[src/sv/upd_pkg.sv]
// Package for the URL percent decoder: result word type, decode state codes,
// character constants, config indexes, queue geometry and the hex digit mapping.
// No dependencies.
package upd_pkg;

  // Character codes
  localparam logic [7:0] CH_PERCENT = 8'h25;
  localparam logic [7:0] CH_EQUALS  = 8'h3D;
  localparam logic [7:0] CH_PLUS    = 8'h2B;
  localparam logic [7:0] CH_SPACE   = 8'h20;
  localparam logic [7:0] CH_NUL     = 8'h00;
  localparam logic [7:0] CH_UPPER_A = 8'd65;
  localparam logic [7:0] HEX_ALPHA_OFS = 8'd55;
  localparam logic [7:0] HEX_DIGIT_OFS = 8'd48;

  // Configuration register indexes
  localparam int unsigned CFG_IDX_W = 2;
  localparam logic [CFG_IDX_W-1:0] CFG_ESCAPE_IS_EQUALS    = 2'd0;
  localparam logic [CFG_IDX_W-1:0] CFG_PLUS_TO_SPACE       = 2'd1;
  localparam logic [CFG_IDX_W-1:0] CFG_COPY_PARTIAL_ESCAPE = 2'd2;

  // Result queue geometry
  localparam int unsigned QDEPTH = 4;
  localparam int unsigned QPTR_W = $clog2(QDEPTH);
  localparam int unsigned QCNT_W = $clog2(QDEPTH + 1);

  // Escape decode phase
  typedef enum logic [2:0] {
    PH_TEXT  = 3'b001,
    PH_ESC   = 3'b010,
    PH_DIGIT = 3'b100
  } phase_t;

  // One result word
  typedef struct packed {
    logic [7:0] out_char;
    logic       has_char;
    logic       out_last;
    logic       is_partial;
  } result_t;

  // Map one hex digit, 8-bit wraparound, no range check
  function automatic logic [7:0] hex_value(input logic [7:0] d);
    logic [7:0] v;
    if (d >= CH_UPPER_A) begin
      v = d - HEX_ALPHA_OFS;
    end else begin
      v = d - HEX_DIGIT_OFS;
    end
    return v;
  endfunction

endpackage

[src/sv/upd_if.sv]
// Stream interfaces for the URL percent decoder: encoded byte channel and
// decoded result channel. No dependencies.
interface upd_in_if;
  logic       valid;
  logic       ready;
  logic [7:0] in_char;
  logic       in_last;

  modport source (output valid, output in_char, output in_last, input ready);
  modport sink   (input valid, input in_char, input in_last, output ready);
endinterface

interface upd_out_if;
  logic       valid;
  logic       ready;
  logic [7:0] out_char;
  logic       has_char;
  logic       out_last;
  logic       is_partial;

  modport source (output valid, output out_char, output has_char, output out_last,
                  output is_partial, input ready);
  modport sink   (input valid, input out_char, input has_char, input out_last,
                  input is_partial, output ready);
endinterface

[src/sv/url_percent_decoder.sv]
// Top level of the URL percent decoder.
// Depends on upd_pkg and on the upd_in_if / upd_out_if interfaces.
//
// Streaming decoder for percent-encoded or '='-escaped text.
// Channels: in_ch carries one encoded byte per word with a last-of-string
// mark; out_ch carries decoded words (out_char, has_char, out_last,
// is_partial). Both use valid/ready; a word moves when both are high.
// Configuration: cfg_we/cfg_index/cfg_data write one 1-bit register per
// cycle (0 escape_is_equals, 1 plus_to_space, 2 copy_partial_escape).
// Timing: an accepted byte waits in the input register and is decoded into a
// four-entry result queue once two queue slots are free; its first result is
// then shown on out_ch from the queue head.
// Throughput: one byte per cycle while the queue has room. Each byte yields
// zero, one or two results; the queue drains one result per cycle while
// out_ch.ready is high, so a two-result byte (truncated escape tail) fills two slots.
// Stall: while the receiver holds ready low, the queue fills; the input
// register stays full and in_ch.ready drops once fewer than two queue slots
// are free. Nothing is lost.
// Reset: synchronous rst empties the queue and input register, returns the
// decoder to plain text and loads the register defaults ('%', plus to space
// on, partial escape copy on).
module url_percent_decoder (
  input  logic                           clk,
  input  logic                           rst,
  upd_in_if.sink                         in_ch,
  upd_out_if.source                      out_ch,
  input  logic                           cfg_we,
  input  logic [upd_pkg::CFG_IDX_W-1:0]  cfg_index,
  input  logic                           cfg_data
);

  // Configuration registers
  logic escape_is_equals;
  logic plus_to_space;
  logic copy_partial_escape;

  // Input register
  logic       held_valid;
  logic [7:0] held_char;
  logic       held_last;

  // Decode state
  upd_pkg::phase_t phase, phase_next;
  logic [7:0]      first_digit, first_digit_next;
  logic            stopped, stopped_next;

  // Result queue
  upd_pkg::result_t                q [upd_pkg::QDEPTH];
  logic [upd_pkg::QPTR_W-1:0]      wr_ptr;
  logic [upd_pkg::QPTR_W-1:0]      rd_ptr;
  logic [upd_pkg::QCNT_W-1:0]      count;

  logic             advance;
  logic             pop;
  logic [1:0]       n_res;
  upd_pkg::result_t res0, res1;
  logic [7:0]       esc;
  logic [7:0]       hi_val, lo_val;
  logic             in_take;

  // Hold config registers
  always_ff @(posedge clk) begin
    if (rst) begin
      escape_is_equals    <= 1'b0;
      plus_to_space       <= 1'b1;
      copy_partial_escape <= 1'b1;
    end else if (cfg_we) begin
      unique case (cfg_index)
        upd_pkg::CFG_ESCAPE_IS_EQUALS:    escape_is_equals    <= cfg_data;
        upd_pkg::CFG_PLUS_TO_SPACE:       plus_to_space       <= cfg_data;
        upd_pkg::CFG_COPY_PARTIAL_ESCAPE: copy_partial_escape <= cfg_data;
        default: ;
      endcase
    end
  end

  // Decode the held word when two queue slots are free
  assign advance      = held_valid && (count <= upd_pkg::QCNT_W'(upd_pkg::QDEPTH - 2));
  assign in_ch.ready  = !held_valid || advance;
  assign in_take      = in_ch.valid && in_ch.ready;

  // Load the input register
  always_ff @(posedge clk) begin
    if (rst) begin
      held_valid <= 1'b0;
    end else if (in_ch.ready) begin
      held_valid <= in_ch.valid;
    end
  end

  always_ff @(posedge clk) begin
    if (in_take) begin
      held_char <= in_ch.in_char;
      held_last <= in_ch.in_last;
    end
  end

  // Decode one byte against the current phase
  assign esc    = escape_is_equals ? upd_pkg::CH_EQUALS : upd_pkg::CH_PERCENT;
  assign hi_val = upd_pkg::hex_value(first_digit);
  assign lo_val = upd_pkg::hex_value(held_char);

  always_comb begin
    phase_next       = phase;
    first_digit_next = first_digit;
    stopped_next     = stopped;
    n_res            = 2'd0;
    res0             = '{out_char: upd_pkg::CH_NUL, has_char: 1'b0, out_last: 1'b1,
                         is_partial: 1'b0};
    res1             = res0;
    if (stopped) begin
      if (held_last) begin
        stopped_next = 1'b0;
        phase_next   = upd_pkg::PH_TEXT;
      end
    end else begin
      unique case (phase)
        upd_pkg::PH_ESC: begin
          first_digit_next = held_char;
          if (!held_last) begin
            phase_next = upd_pkg::PH_DIGIT;
          end else begin
            phase_next = upd_pkg::PH_TEXT;
            if (copy_partial_escape) begin
              n_res = 2'd2;
              res0  = '{out_char: esc, has_char: 1'b1, out_last: 1'b0, is_partial: 1'b1};
              res1  = '{out_char: held_char, has_char: 1'b1, out_last: 1'b1,
                        is_partial: 1'b1};
            end else begin
              n_res = 2'd1;
            end
          end
        end
        upd_pkg::PH_DIGIT: begin
          phase_next = upd_pkg::PH_TEXT;
          n_res      = 2'd1;
          res0       = '{out_char: {hi_val[3:0], lo_val[3:0]}, has_char: 1'b1,
                         out_last: held_last, is_partial: 1'b0};
        end
        default: begin
          phase_next = upd_pkg::PH_TEXT;
          if (held_char == esc) begin
            if (!held_last) begin
              phase_next = upd_pkg::PH_ESC;
            end else begin
              n_res = 2'd1;
              if (copy_partial_escape) begin
                res0 = '{out_char: esc, has_char: 1'b1, out_last: 1'b1, is_partial: 1'b1};
              end
            end
          end else if (held_char == upd_pkg::CH_NUL) begin
            n_res        = 2'd1;
            stopped_next = !held_last;
          end else if (held_char == upd_pkg::CH_PLUS && plus_to_space) begin
            n_res = 2'd1;
            res0  = '{out_char: upd_pkg::CH_SPACE, has_char: 1'b1, out_last: held_last,
                      is_partial: 1'b0};
          end else begin
            n_res = 2'd1;
            res0  = '{out_char: held_char, has_char: 1'b1, out_last: held_last,
                      is_partial: 1'b0};
          end
        end
      endcase
    end
  end

  // Advance decode state
  always_ff @(posedge clk) begin
    if (rst) begin
      phase       <= upd_pkg::PH_TEXT;
      first_digit <= 8'd0;
      stopped     <= 1'b0;
    end else if (advance) begin
      phase       <= phase_next;
      first_digit <= first_digit_next;
      stopped     <= stopped_next;
    end
  end

  // Push results into the queue
  always_ff @(posedge clk) begin
    if (advance && n_res != 2'd0) begin
      q[wr_ptr] <= res0;
    end
    if (advance && n_res == 2'd2) begin
      q[wr_ptr + upd_pkg::QPTR_W'(1)] <= res1;
    end
  end

  assign pop = out_ch.valid && out_ch.ready;

  // Track queue pointers and fill
  always_ff @(posedge clk) begin
    if (rst) begin
      wr_ptr <= '0;
      rd_ptr <= '0;
      count  <= '0;
    end else begin
      if (advance) begin
        wr_ptr <= wr_ptr + upd_pkg::QPTR_W'(n_res);
      end
      if (pop) begin
        rd_ptr <= rd_ptr + upd_pkg::QPTR_W'(1);
      end
      count <= count + (advance ? upd_pkg::QCNT_W'(n_res) : '0)
                     - upd_pkg::QCNT_W'(pop);
    end
  end

  // Drive the result channel from the queue head
  assign out_ch.valid      = (count != '0);
  assign out_ch.out_char   = q[rd_ptr].out_char;
  assign out_ch.has_char   = q[rd_ptr].has_char;
  assign out_ch.out_last   = q[rd_ptr].out_last;
  assign out_ch.is_partial = q[rd_ptr].is_partial;

`ifndef SYNTHESIS
  a_queue_bound: assert property (@(posedge clk) disable iff (rst)
    count <= upd_pkg::QCNT_W'(upd_pkg::QDEPTH))
    else $error("result queue overfilled");

  a_stopped_silent: assert property (@(posedge clk) disable iff (rst)
    (advance && stopped) |-> (n_res == 2'd0))
    else $error("result produced while stopped");

  a_two_only_tail: assert property (@(posedge clk) disable iff (rst)
    (advance && n_res == 2'd2) |-> (phase == upd_pkg::PH_ESC && held_last
                                    && copy_partial_escape))
    else $error("two results outside a truncated escape tail");

  a_reset_empty: assert property (@(posedge clk)
    rst |=> !out_ch.valid)
    else $error("result valid right after reset");
`endif

endmodule
[src/flat_wrapper.sv]
// flat-port wrapper written by rule: the top's interface ports become plain ports
module url_percent_decoder_flat 
  (clk, rst, cfg_we, cfg_index, cfg_data, in_ch_valid, in_ch_in_char, in_ch_in_last, in_ch_ready, out_ch_valid, out_ch_out_char, out_ch_has_char, out_ch_out_last, out_ch_is_partial, out_ch_ready);
  upd_in_if in_ch_i ();
  upd_out_if out_ch_i ();
  input  logic clk;
  input  logic rst;
  input  logic cfg_we;
  input  logic [upd_pkg::CFG_IDX_W-1:0] cfg_index;
  input  logic cfg_data;
  input wire logic [$bits(in_ch_i.valid)-1:0] in_ch_valid;
  input wire logic [$bits(in_ch_i.in_char)-1:0] in_ch_in_char;
  input wire logic [$bits(in_ch_i.in_last)-1:0] in_ch_in_last;
  output wire logic [$bits(in_ch_i.ready)-1:0] in_ch_ready;
  output wire logic [$bits(out_ch_i.valid)-1:0] out_ch_valid;
  output wire logic [$bits(out_ch_i.out_char)-1:0] out_ch_out_char;
  output wire logic [$bits(out_ch_i.has_char)-1:0] out_ch_has_char;
  output wire logic [$bits(out_ch_i.out_last)-1:0] out_ch_out_last;
  output wire logic [$bits(out_ch_i.is_partial)-1:0] out_ch_is_partial;
  input wire logic [$bits(out_ch_i.ready)-1:0] out_ch_ready;
  assign in_ch_i.valid = in_ch_valid;
  assign in_ch_i.in_char = in_ch_in_char;
  assign in_ch_i.in_last = in_ch_in_last;
  assign in_ch_ready = in_ch_i.ready;
  assign out_ch_valid = out_ch_i.valid;
  assign out_ch_out_char = out_ch_i.out_char;
  assign out_ch_has_char = out_ch_i.has_char;
  assign out_ch_out_last = out_ch_i.out_last;
  assign out_ch_is_partial = out_ch_i.is_partial;
  assign out_ch_i.ready = out_ch_ready;
  url_percent_decoder u_core (.clk(clk), .rst(rst), .in_ch(in_ch_i), .out_ch(out_ch_i), .cfg_we(cfg_we), .cfg_index(cfg_index), .cfg_data(cfg_data));
endmodule
[config.mk]
export PLATFORM = sky130hd
export DESIGN_NAME = url_percent_decoder_flat
export DESIGN_NICKNAME = d
export VERILOG_FILES = /design/src/sv/upd_pkg.sv /design/src/sv/upd_if.sv /design/src/sv/url_percent_decoder.sv /design/src/flat_wrapper.sv
export SDC_FILE = /design/constraint.sdc
export NUM_CORES = 1
export LEC_CHECK = 0
export BUFFER_PORTS_ARGS = -buffer_cell sky130_fd_sc_hd__clkbuf_2
export CAP_MARGIN = 20
export CORE_AREA = 5 5 72 107
export DETAILED_ROUTE_END_ITERATION = 10
export DIE_AREA = 0 0 77 112
export GPL_TIMING_DRIVEN = 0
export PLACE_DENSITY = 0.88
export SETUP_SLACK_MARGIN = 0.2
export SYNTH_ARGS = -nofsm -noshare
export SYNTH_HDL_FRONTEND = slang
export SYNTH_SLANG_ARGS = --single-unit
[constraint.sdc]
create_clock -name clk -period 4.65 [get_ports clk]
set_clock_uncertainty 0.2 [all_clocks]
set_input_delay 0.6975 -clock clk [delete_from_list [all_inputs] [get_ports clk]]
set_output_delay 0.6975 -clock clk [all_outputs]
set_load 0.1 [all_outputs]
# Word level (Yosys, flattened, before mapping)
# Memory sizes are Yosys's and may differ from the RTL's. A register that Yosys moved wholly into a read port is not among the register bits.
# Index checks and enable logic that the tools add are counted.
[totals]
ff_bits = 32
mem_bits_rw = 44
input_bits = 17
out_inout_bits = 13
wordCells = 93
n_memories = 1
[memory_table]
columns = ["name", "depth", "word_bits", "read_ports", "rd_clocked_by_memory_dff", "wr", "line", "source"]
rows = [
  ["u_core.q", 4, 11, 1, 1, 2, "url_percent_decoder.sv:48", "upd_pkg::result_t q [upd_pkg::QDEPTH];"],
]
[op_classes]
addsub = 9
n_lt_le_gt_ge = 3
eq_ne = 8
mux = 40
n_bitwise = 1
reduce_logical = 19
[op_table]
columns = ["operator", "n"]
rows = [
  ["$mux 11", 12],
  ["$pmux 11 s2", 1],
  ["$ge 8x7->1 const B", 2],
  ["$mux 2", 7],
  ["$mux 3", 4],
  ["$mux 1", 11],
  ["$eq 8x6->1", 1],
  ["$eq 8x6->1 const B", 1],
  ["$logic_not 8->1", 1],
  ["$mux 4", 2],
  ["$reduce_and 2->1", 4],
  ["$sub 4x1->4 const B", 2],
  ["$sub 4x3->4 const B", 2],
  ["$logic_and 1x1->1", 6],
  ["$pmux 3 s2", 1],
  ["$mux 5", 1],
  ["$add 2x1->2 const B", 2],
  ["$eq 2x2->1 const B", 2],
  ["$pmux 2 s2", 1],
  ["$add 3x3->3", 1],
  ["$eq 3x2->1 const B", 1],
  ["$eq 3x3->1 const B", 1],
  ["$le 3x2->1 const B", 1],
  ["$reduce_and 3->1", 1],
  ["11 further kinds", 12],
]

# Depth between registers and ports, before layout
[depth]
depth_word = 9
depth_mapped = 10
depth_no_buf = 10

# Worst setup path before layout
# Ideal clock, no wire load.
[synth_path]
path_kind = "register -> register"
start = "reg u_core.count[1] (netlist name)"
end = "reg u_core.count[2] (netlist name)"
setup_time_ns = 0.128
arrival_ns = 2.502
required_time_ns = 4.322
slack_ns = 1.821
stages_incl_launch_ff = 9
n_path_buf = 0
period_less_slack_ns = 2.829
cell_sequence = "dfxtp_1 or3_1 and2_1 ha_1 inv_1 ha_1 fa_1 xnor2_1 nor2_1"
[synth_rtl]
columns = ["element", "line", "source"]
rows = [
  ["from (decl)", "url_percent_decoder.sv:51", "logic [upd_pkg::QCNT_W-1:0] count;"],
  ["from (signal assigned)", "url_percent_decoder.sv:206", "count <= count + (advance ? upd_pkg::QCNT_W'(n_res) : '0)"],
  ["$reduce_bool 3->1", "url_percent_decoder.sv:212", "assign out_ch.valid = (count != '0);"],
  ["named net out_ch_valid", "flat_wrapper.sv:15", "output wire logic [$bits(out_ch_i.valid)-1:0] out_ch_valid;"],
  ["$logic_and 1x1->1", "url_percent_decoder.sv:191", "assign pop = out_ch.valid && out_ch.ready;"],
  ["named net u_core.pop", "url_percent_decoder.sv:54", "logic pop;"],
  ["$sub 3x1->3", "url_percent_decoder.sv:207", "- upd_pkg::QCNT_W'(pop);"],
]
# The timed path passes the listed nets, and every way through them passes these cells.
# A chain may end at the register's enable or synchronous reset.

==> results.cfg <==
[layout]
areaGrowthSynthToFinish_pct = 10.3
final_common_cell = edfxtp_1
fin_nets = 454
drive_above_1_share_pct = 19.1
final_cell_mix = 49 x edfxtp_1, 45 x nand2_1, 31 x a21oi_1
layout.cells.non_filler = 508
antenna_cells = 0

[power]
p_clk_share_pct = 23.3
p_seq_share_pct = 39.8
p_sw_mw = 0.842
p_comb_share_pct = 36.9
vdd_drop_max_uv = 332
power.total_mw = 2.10
power_density_nw_per_um2 = 452
power.internal_mw = 1.26
swShare_pct = 40.1
leakage_nw = 1.66

[clock_tree]
clockRootBuffer = clkbuf_8
cts.reportedPaths.clkPinSlew_ns = 0.07
clock_sinks = 78
clk_latency_ns = 0.36
postCtsSetupBuffers = 0
cts_tree = built
clockBufferDepth = 2
htreeDepth = 3
cts_buffers = 9
cts_resized = 0
cts_hold_buf = 0

[die]
coreArea_sq_um = 6710
die_area_sq_um = 8620
die_x_um = 77
initial_core_util_pct = 62.9
rows = 37
die_y_um = 112
ioPinCount = 30

[global_routing]
grt_pass1_wl_um = 15900
grt_pass1_vias = 3306
gr-max-usage-layer = met2
grt_usage_pct = 23.6
grt_max_degree = 13
gr-usage-met3_pct = 4.21
met1_usage_pct = 25.4
gr-total-overflow = 0
use_met2_pct = 42.0
antenna_found_initial = 0

[yosys]
synth_seq_cells = 78
async_flop_share_pct = 0
syn_nets = 414
ys.flop_type = edfxtp_1
ys_warn_count = 0
synth_edf_count = 49
seq_area_frac_synth_pct = 48.6
syn_inst = 385
syn-cell-area_sq_um = 4220
yosysUniqueCellTypes = 64
synth_area_per_cell_sq_um = 11.0

[timing]
setup_tns_ns = 0
maxSlewViolCount = 0
period_share_pct = 65.6
rsz0062_at_grt = false
final-setup-viol-count = 0
worstMarginPinSlew_ns = 0.719
slew_headroom_pct = 51.4
hold_viol = 0
period_needed_ns = 3.05
fmaxAchievable_ghz = 0.328
hold_ws_ns = 0.261

[routing]
first_iter_violations = 256
viasPerCell = 6.51
vias = 3305
antenna_left = 0
first_pass_iters = 5
totalWireLength_um = 9650
drc = 0
post_drt_wl_per_cell_um = 19.0

[setup_path]
r2r_cells = 7
critical_path_class = flop to flop
r2r_start = u_core.held_char[1]
worstPathRequired_ns = 4.53
cp.arrival_ns = 2.93
reg2reg_to = u_core.q[2][6]
cp-startpoint = u_core.held_char[1]
crit_path_end_kind = flop
start_kind = flop
r2r_slack_ns = 1.60
crit_path_max_fanout = 7

[status]
status = complete, no violations

[worst_hold_path]
min_to = u_core.first_digit[6]
hold_path.startpoint = u_core.first_digit[6]
min_path_cells = 2
hp-class = flop to flop

[place]
hpwl_um = 7400
gp_congestion = 0.968
place_inst = 492
numPortBuffers = 29

[job]
drv_cap = 0
-- how the worst max path moves through the flow --
stage / slack (ns) / end / cells after the start
2_1_floorplan: 1.82 / u_core.count[2] / 8
3_3_place_gp: 1.70 / u_core.q[1][8] / 7
3_5_place_dp: 1.62 / u_core.q[1][8] / 7
4_1_cts: 1.63 / u_core.q[1][10] / 7
5_1_grt: 1.41 / u_core.q[1][6] / 7
6_report: 1.60 / u_core.q[2][6] / 7
-- cells by family after synthesis --
| kind of cell | synth area share, % |
|---|---|
| fa+ha+maj | 3.74 |
| simple gates | 17.4 |
| compound gates | 17.2 |
| mux | 7.77 |
| xor+xnor | 1.25 |
| flops | 48.6 |
| buf+inv | 4.00 |
-- power groups by stage --
| stage | clock network, mW | registers (mW) | logic [mW] |
|---|---|---|---|
| floorplan | 0 | 0.838 | 0.668 |
| global placement | 0 | 0.845 | 0.764 |
| detailed placement | 0 | 0.851 | 0.777 |
| CTS | 0.495 | 0.836 | 0.779 |
| global route | 0.527 | 0.841 | 0.821 |
| finish | 0.490 | 0.836 | 0.775 |
-- cell usage after synthesis (all sizes together) (4+ instances only) --
master  count  share of area (%)
nand2b      8                1.2
buf        10                1.6
o211ai      4                1.7
o21ai       5               0.86
and2        4               0.59
o22ai      24                3.6
and3        8                1.2
a211oi      4               0.71
a32o        8                1.9
inv        15                1.4
edfxtp     49                 35
nor2b       5               0.74
nand3       9                1.2
ha         11                3.3
a21oi      31                3.7
mux4       11                5.9
nor3       11                1.5
nor2       24                2.4
nand2      46                4.2
mux2i       8                1.9
dfxtp      29                 14
clkbuf     11               0.98
-- registers in the layout, summed over array words and instances (netlist names), named ones only --
signal,flops
u_core.stopped,1
u_core.q,44
u_core.phase,3
u_core.held_last,1
u_core.held_valid,1
u_core.first_digit,8
u_core.rd_ptr,2
u_core.held_char,8
u_core.count,3
u_core.wr_ptr,2
u_core.plus_to_space,1
u_core.escape_is_equals,1
u_core.copy_partial_escape,1
-- critical path: stages, from the launching register on --
cell and delay (ns):
edfxtp_1 0.53, inv_1 0.16, ha_1 0.34, nor2_1 0.08, a31oi_1 0.53, a21oi_1 0.15, o32ai_1 0.60, o22ai_1 0.18
-- routing by layer --
metal  vias to the layer above  wire length [um]
met1                      1582              3410
met3                        35               513
met2                       138              5270
li1                       1550                 -
met5                         -                 0
met4                         0               461
-- final cells by class --
class | instances | area (sq um)
Inverter | 15 | 58.8
Multi-Input combinational cell | 271 | 2000
Sequential cell | 78 | 2050
Clock buffer | 11 | 141
Tap cell | 78 | 97.6
Buffer | 21 | 110
Timing Repair Buffer | 29 | 145
Clock inverter | 5 | 48.8
Fill cell | 477 | 2060
-- per-stage QoR --
stage	util (%)	area, sq um	worst slack (ns)
finish	69.3	4650	1.60
global route	69.3	4650	1.41
detailed placement	66.5	4460	1.62
global placement	66.5	4460	1.70
CTS	69.3	4650	1.63
floorplan	-	4220	1.82
(Power assumes the default switching activity.)
